===== config.mk =====
export PLATFORM = sky130hd
export DESIGN_NAME = alm_root
export DESIGN_NICKNAME = d
export VERILOG_FILES = /design/src/hdl/alm_pkg.sv /design/src/hdl/alm_root.sv
export SDC_FILE = /design/constraint.sdc
export NUM_CORES = 1
export LEC_CHECK = 0
export BUFFER_PORTS_ARGS = -buffer_cell sky130_fd_sc_hd__buf_2
export CELL_PAD_IN_SITES_DETAIL_PLACEMENT = 0
export CELL_PAD_IN_SITES_GLOBAL_PLACEMENT = 1
export CORE_UTILIZATION = 48
export CTS_CLUSTER_SIZE = 20
export DETAILED_ROUTE_END_ITERATION = 8
export PLACE_DENSITY_LB_ADDON = 0.3
export SLEW_MARGIN = 20
export SYNTH_ARGS = -nofsm -noshare
export SYNTH_HDL_FRONTEND = slang
export SYNTH_SLANG_ARGS = --single-unit

===== constraint.sdc =====
create_clock -name clk -period 9.4 [get_ports clk]
set_input_delay 0 -clock clk [delete_from_list [all_inputs] [get_ports clk]]
set_output_delay 0 -clock clk [all_outputs]
set_load 0.02 [all_outputs]

===== src/hdl/alm_pkg.sv =====
// Shared types and constants of the multichannel audio level meter.
package alm_pkg;

  localparam int OPCODE_W  = 2;
  localparam int CHANNEL_W = 6;
  localparam int TICKF_W   = 13;
  localparam int LEVEL_W   = 24;
  localparam int ENERGY_W  = 64;
  localparam int COUNT_W   = 32;
  localparam int TICKS_W   = 32;
  localparam int FTOTAL_W  = 48;
  localparam int ROOT_W    = 32;
  localparam int STEP_W    = 6;

  localparam logic [OPCODE_W-1:0] OP_SAMPLE = 2'd0;
  localparam logic [OPCODE_W-1:0] OP_TICK   = 2'd1;
  localparam logic [OPCODE_W-1:0] OP_CLEAR  = 2'd2;
  localparam logic [OPCODE_W-1:0] OP_READ   = 2'd3;

  localparam logic [STEP_W-1:0] DIV_LAST  = 6'd63;
  localparam logic [STEP_W-1:0] ROOT_LAST = 6'd31;

  typedef enum logic [2:0] {
    ST_IDLE,
    ST_LOOK,
    ST_UPDATE,
    ST_ROOT_WAIT,
    ST_EMIT
  } alm_state_t;

  typedef enum logic [1:0] {
    RT_IDLE,
    RT_DIV,
    RT_SQRT,
    RT_DONE
  } root_state_t;

  typedef struct packed {
    logic busy;
    logic done;
  } root_stat_t;

endpackage


===== src/hdl/alm_root.sv =====
// Iterative unit computing floor(sqrt(energy / count)) by restoring division then digit root.
module alm_root (
  input  logic                          clk,
  input  logic                          rst_n,
  input  logic                          start,
  input  logic [alm_pkg::ENERGY_W-1:0]  energy,
  input  logic [alm_pkg::COUNT_W-1:0]   count,
  output alm_pkg::root_stat_t           stat,
  output logic [alm_pkg::ROOT_W-1:0]    root
);

  alm_pkg::root_state_t state_r, state_nxt;
  logic [alm_pkg::STEP_W-1:0]   step_r;
  logic [alm_pkg::COUNT_W-1:0]  rem_r, div_r;
  logic [alm_pkg::ENERGY_W-1:0] quo_r, v_r, r_r, bit_r;

  logic [alm_pkg::COUNT_W:0]    rem_s;
  logic                         div_take;
  logic [alm_pkg::COUNT_W-1:0]  rem_nxt;
  logic [alm_pkg::ENERGY_W-1:0] quo_nxt, trial, v_nxt, r_nxt;
  logic                         root_take;

  always_comb begin
    rem_s    = {rem_r, quo_r[alm_pkg::ENERGY_W-1]};
    div_take = rem_s >= {1'b0, div_r};
    rem_nxt  = div_take ? alm_pkg::COUNT_W'(rem_s - {1'b0, div_r})
                        : alm_pkg::COUNT_W'(rem_s);
    quo_nxt  = {quo_r[alm_pkg::ENERGY_W-2:0], div_take};
    trial     = r_r + bit_r;
    root_take = v_r >= trial;
    v_nxt     = root_take ? v_r - trial : v_r;
    r_nxt     = root_take ? (r_r >> 1) + bit_r : r_r >> 1;
  end

  always_comb begin
    state_nxt = state_r;
    case (state_r)
      alm_pkg::RT_IDLE: if (start) state_nxt = alm_pkg::RT_DIV;
      alm_pkg::RT_DIV:  if (step_r == alm_pkg::DIV_LAST) state_nxt = alm_pkg::RT_SQRT;
      alm_pkg::RT_SQRT: if (step_r == alm_pkg::ROOT_LAST) state_nxt = alm_pkg::RT_DONE;
      alm_pkg::RT_DONE: state_nxt = alm_pkg::RT_IDLE;
      default:          state_nxt = alm_pkg::RT_IDLE;
    endcase
  end

  always_comb begin
    stat.busy = state_r != alm_pkg::RT_IDLE;
    stat.done = state_r == alm_pkg::RT_DONE;
  end

  assign root = alm_pkg::ROOT_W'(r_r);

  always_ff @(posedge clk) begin
    if (!rst_n) begin
      state_r <= alm_pkg::RT_IDLE;
      step_r  <= '0;
    end else begin
      state_r <= state_nxt;
      if (state_r != state_nxt) begin
        step_r <= '0;
      end else begin
        step_r <= step_r + 1'b1;
      end
    end
  end

  always_ff @(posedge clk) begin
    case (state_r)
      alm_pkg::RT_IDLE: begin
        quo_r <= energy;
        div_r <= count;
        rem_r <= '0;
      end
      alm_pkg::RT_DIV: begin
        quo_r <= quo_nxt;
        rem_r <= rem_nxt;
        if (step_r == alm_pkg::DIV_LAST) begin
          v_r   <= quo_nxt;
          r_r   <= '0;
          bit_r <= alm_pkg::ENERGY_W'(1) << (alm_pkg::ENERGY_W - 2);
        end
      end
      alm_pkg::RT_SQRT: begin
        v_r   <= v_nxt;
        r_r   <= r_nxt;
        bit_r <= bit_r >> 2;
      end
      default: begin
      end
    endcase
  end

endmodule


==> qor.yml <==
placed_design:
  hpwl_um: 41700
  placedInstanceArea_sq_um: 23100
  portBuffers: 132
  place_congestion: 0.922
  placed_cells: 3071
  preCtsSetupSlack_ns: 2.34
critical_path:
  cp.depth: 22
  path_class: "reg2reg"
  crit_arrival_ns: 7.26
  crit_chain: "ha_1 > a31oi_1 > o21bai_1 > nor2b_1 > a211o_1 > a32oi_1 > a21oi_1 > o2111ai_1 > a21oi_2 > a2111oi_2 > nor2_1 > xnor2_1 > ha_1 > nand2_1 > nor2_1 > nand2_1 > nor3_1 > nand2_1 > o211a_1 > o21a_1 > a21oi_4 > buf_4"
  path_buf_inv: 1
  critPathMaxStageDelay_ns: 0.85
  crit_start: "r_r[12]"
  critPathTopFamily: "compound AO/OA/AOI/OAI gates"
  start_kind: "flip-flop"
  r2r-start: "r_r[12]"
  slowest_stage: "a21oi_4"
  endpoint_kind: "flip-flop"
  cpMostUsedCell: "nand2_1"
  path_max_fanout: 38
  required_ns: 9.59
  r2r_cells: 22
clock_network:
  root_buffer: "clkbuf_16"
  post_cts_resized: 0
  postCtsSetupBuffers: 0
  cts_sinks: 296
  clk_transition_reported_paths_ns: 0.06
  cts_made_buffers: 38
  tritoncts: "built"
  ctsHoldBuffers: 99
  h-tree-depth: 2
  clkLatencyLatePin_ns: 0.56
  clockBufferDepth: 3
floorplan:
  rows: 78
  dieWidth_um: 217
  fp.dieH_um: 217
  core_region_area_sq_um: 45500
  pin_count: 133
  design.die.area_sq_um: 47000
  initial_utilization_pct: 48.7
min_path:
  whs_path_depth: 2
  hold_path_startpoint: "count[2]"
  holdCritPathClass: "in2reg"
layout:
  fin_util_pct: 55.5
  layout.cells.most_common_list: "430 x nand2_1, 288 x edfxtp_1, 204 x nor2_1, 170 x o21ai_0, 163 x ha_1"
  layoutNonFillerInstCount: 3234
  num-fill-cells: 4108
  final_layout_size_suffix_gt1_share_pct: 9.34
  finalInstanceArea_sq_um: 25200
  layout_commonest_cell: "nand2_1"
  nets: 2874
  syn2layout_area_growth_pct: 13.8
  n_antenna_cell: 0
detailed_routing:
  drt-wirelength-per-cell_um: 18.1
  drtAntennaViolNets: 0
  drc: 0
  vias_per_cell: 5.72
  drtIter0Drc: 1347
  wirelength_um: 58400
  drtPass1Iterations: 7
  vias: 18500
yosys:
  syn_area_sq_um: 22200
  synth_cell_type_count: 86
  syn_avg_cell_area_sq_um: 9.04
  ys_async_sr_fraction_pct: 0
  postSynthCellCount: 2453
  synth_edf_count: 288
  syn_nets: 2717
  synthFlopType: "edfxtp_1"
  ys_seq_elements: 296
  seq_area_frac_synth_pct: 39.7
  yosys_warnings: 0
power_and_ir_drop:
  ir_worst_vdd_uv: 154
  leakagePower_nw: 10.3
  pwr_density_cell_nw_per_um2: 123
  power.total_mw: 3.11
global_route:
  grt_max_degree: 91
  gr-usage-all-layers_pct: 24.7
  top_usage_layer: "met2"
  grt_pass1_vias: 17800
  met1_usage_pct: 36.9
  antenna_found_initial: 0
  grtUsageMet3_pct: 2.73
  grt_util_met2_pct: 37.6
  gr-total-overflow: 0
  grt_pass1_wl_um: 93800
run_status:
  status: "complete, no violations"
run:
  drv_cap: 0
sta:
  worst_clock_skew_ns: 0.0158
  fin_crit_ns: 7.08
  hold_viol: 0
  rsz0062_at_grt: "no"
  slew_headroom_pct: 31.4
  worst_slew_pin_slew_ns: 1.03
  finalWorstSetupSlack_ns: 2.32
  tns_ns: 0
  fmax_mhz: 141
  holdWs_ns: 0.150
  timing.final.crit_share_pct: 75.3
  maxSlewViolCount: 0
  setup_viol: 0
==> worst register-to-register path: cells and delay by family, from the launching register on <==
family / cells / cell delay [ns]
adder cells (fa/ha/maj): 2 / 0.82
AO/OA/AOI/OAI: 11 / 3.59
AND/OR/NAND/NOR: 7 / 0.98
flip-flops: 1 / 0.50
buffers and inverters: 1 / 0.61
XOR/XNOR: 1 / 0.17
==> sequential cells by signal (all words and copies together), names as in the netlist <==
register and flops:
r_r 64, bit_r 32, div_r 32, rem_r 32, step_r 6, v_r 64, quo_r 64, state_r 2
==> cell usage after synthesis (4+ instances only) <==
cell type | count | area, sq um
nand2_1 | 431 | 1620
edfxtp_1 | 288 | 8650
nor2_1 | 206 | 773
o21ai_0 | 170 | 851
ha_1 | 163 | 2040
a21oi_1 | 152 | 761
xor2_1 | 112 | 981
xnor2_1 | 92 | 806
inv_1 | 76 | 285
clkbuf_1 | 72 | 270
a21o_1 | 58 | 435
a31oi_1 | 57 | 357
nand4_1 | 48 | 300
and2_1 | 43 | 269
o21bai_1 | 37 | 278
mux2i_1 | 35 | 350
a211oi_1 | 33 | 248
buf_4 | 32 | 240
nor3_1 | 30 | 150
nand3_1 | 29 | 145
and3_1 | 27 | 169
nor2b_1 | 22 | 138
o21a_1 | 20 | 150
o31ai_1 | 13 | 97.6
or3_1 | 13 | 81.3
a21boi_0 | 12 | 90.1
nand2b_1 | 12 | 75.1
a31o_2 | 10 | 87.6
o211ai_1 | 10 | 75.1
nor4_1 | 9 | 56.3
or2_2 | 9 | 56.3
buf_2 | 8 | 40.0
dfxtp_1 | 8 | 160
o21ai_1 | 7 | 35.0
a221oi_1 | 6 | 52.6
a211o_1 | 5 | 43.8
o2111ai_1 | 5 | 43.8
o211a_1 | 5 | 50.1
o22ai_1 | 5 | 31.3
o31a_1 | 5 | 43.8
a311oi_1 | 4 | 35.0
buf_1 | 4 | 15.0
clkbuf_8 | 4 | 55.1
o31ai_2 | 4 | 50.1
==> area by class of cell <==
class	count	area, sq um	area share, %
multi-input cells	1957	12500	49.5
flip-flops and latches	296	8810	34.9
repair buffers	241	1730	6.86
clock buffers	44	973	3.86
well taps	600	751	2.98
inverters	76	290	1.15
clock inverters	20	199	0.789
==> cells by family after synthesis <==
group | after synthesis | share of synthesized area, %
adder cells (fa/ha/maj) | 165 | 9.38
AO/OA/AOI/OAI | 652 | 18.9
buffers and inverters | 200 | 4.26
AND/OR/NAND/NOR | 901 | 18.1
multiplexers | 35 | 1.58
flip-flops | 296 | 39.7
XOR/XNOR | 204 | 8.06
==> power breakdown <==
group          internal (mW)  total (mW)  switching (mW)
Combinational         0.0878       0.188           0.100
Clock                  0.825        1.41           0.584
Sequential              1.49        1.51          0.0222
==> worst paths after layout <==
check,end,slack (ns)
hold reg to reg,step_r[0],0.46
setup / recovery,v_r[59],2.32
setup reg to reg,v_r[59],2.32
hold / removal,div_r[2],0.15
==> metal layers <==
metal | part of all wire (%) | vias to the layer above | wire [um]
met2 | 43 | 507 | 24900
li1 | - | 9199 | -
met4 | 2.3 | 0 | 1370
met5 | 0 | - | 0
met3 | 5.0 | 84 | 2890
met1 | 50 | 8713 | 29200
Power figures use the tool's default switching activity.
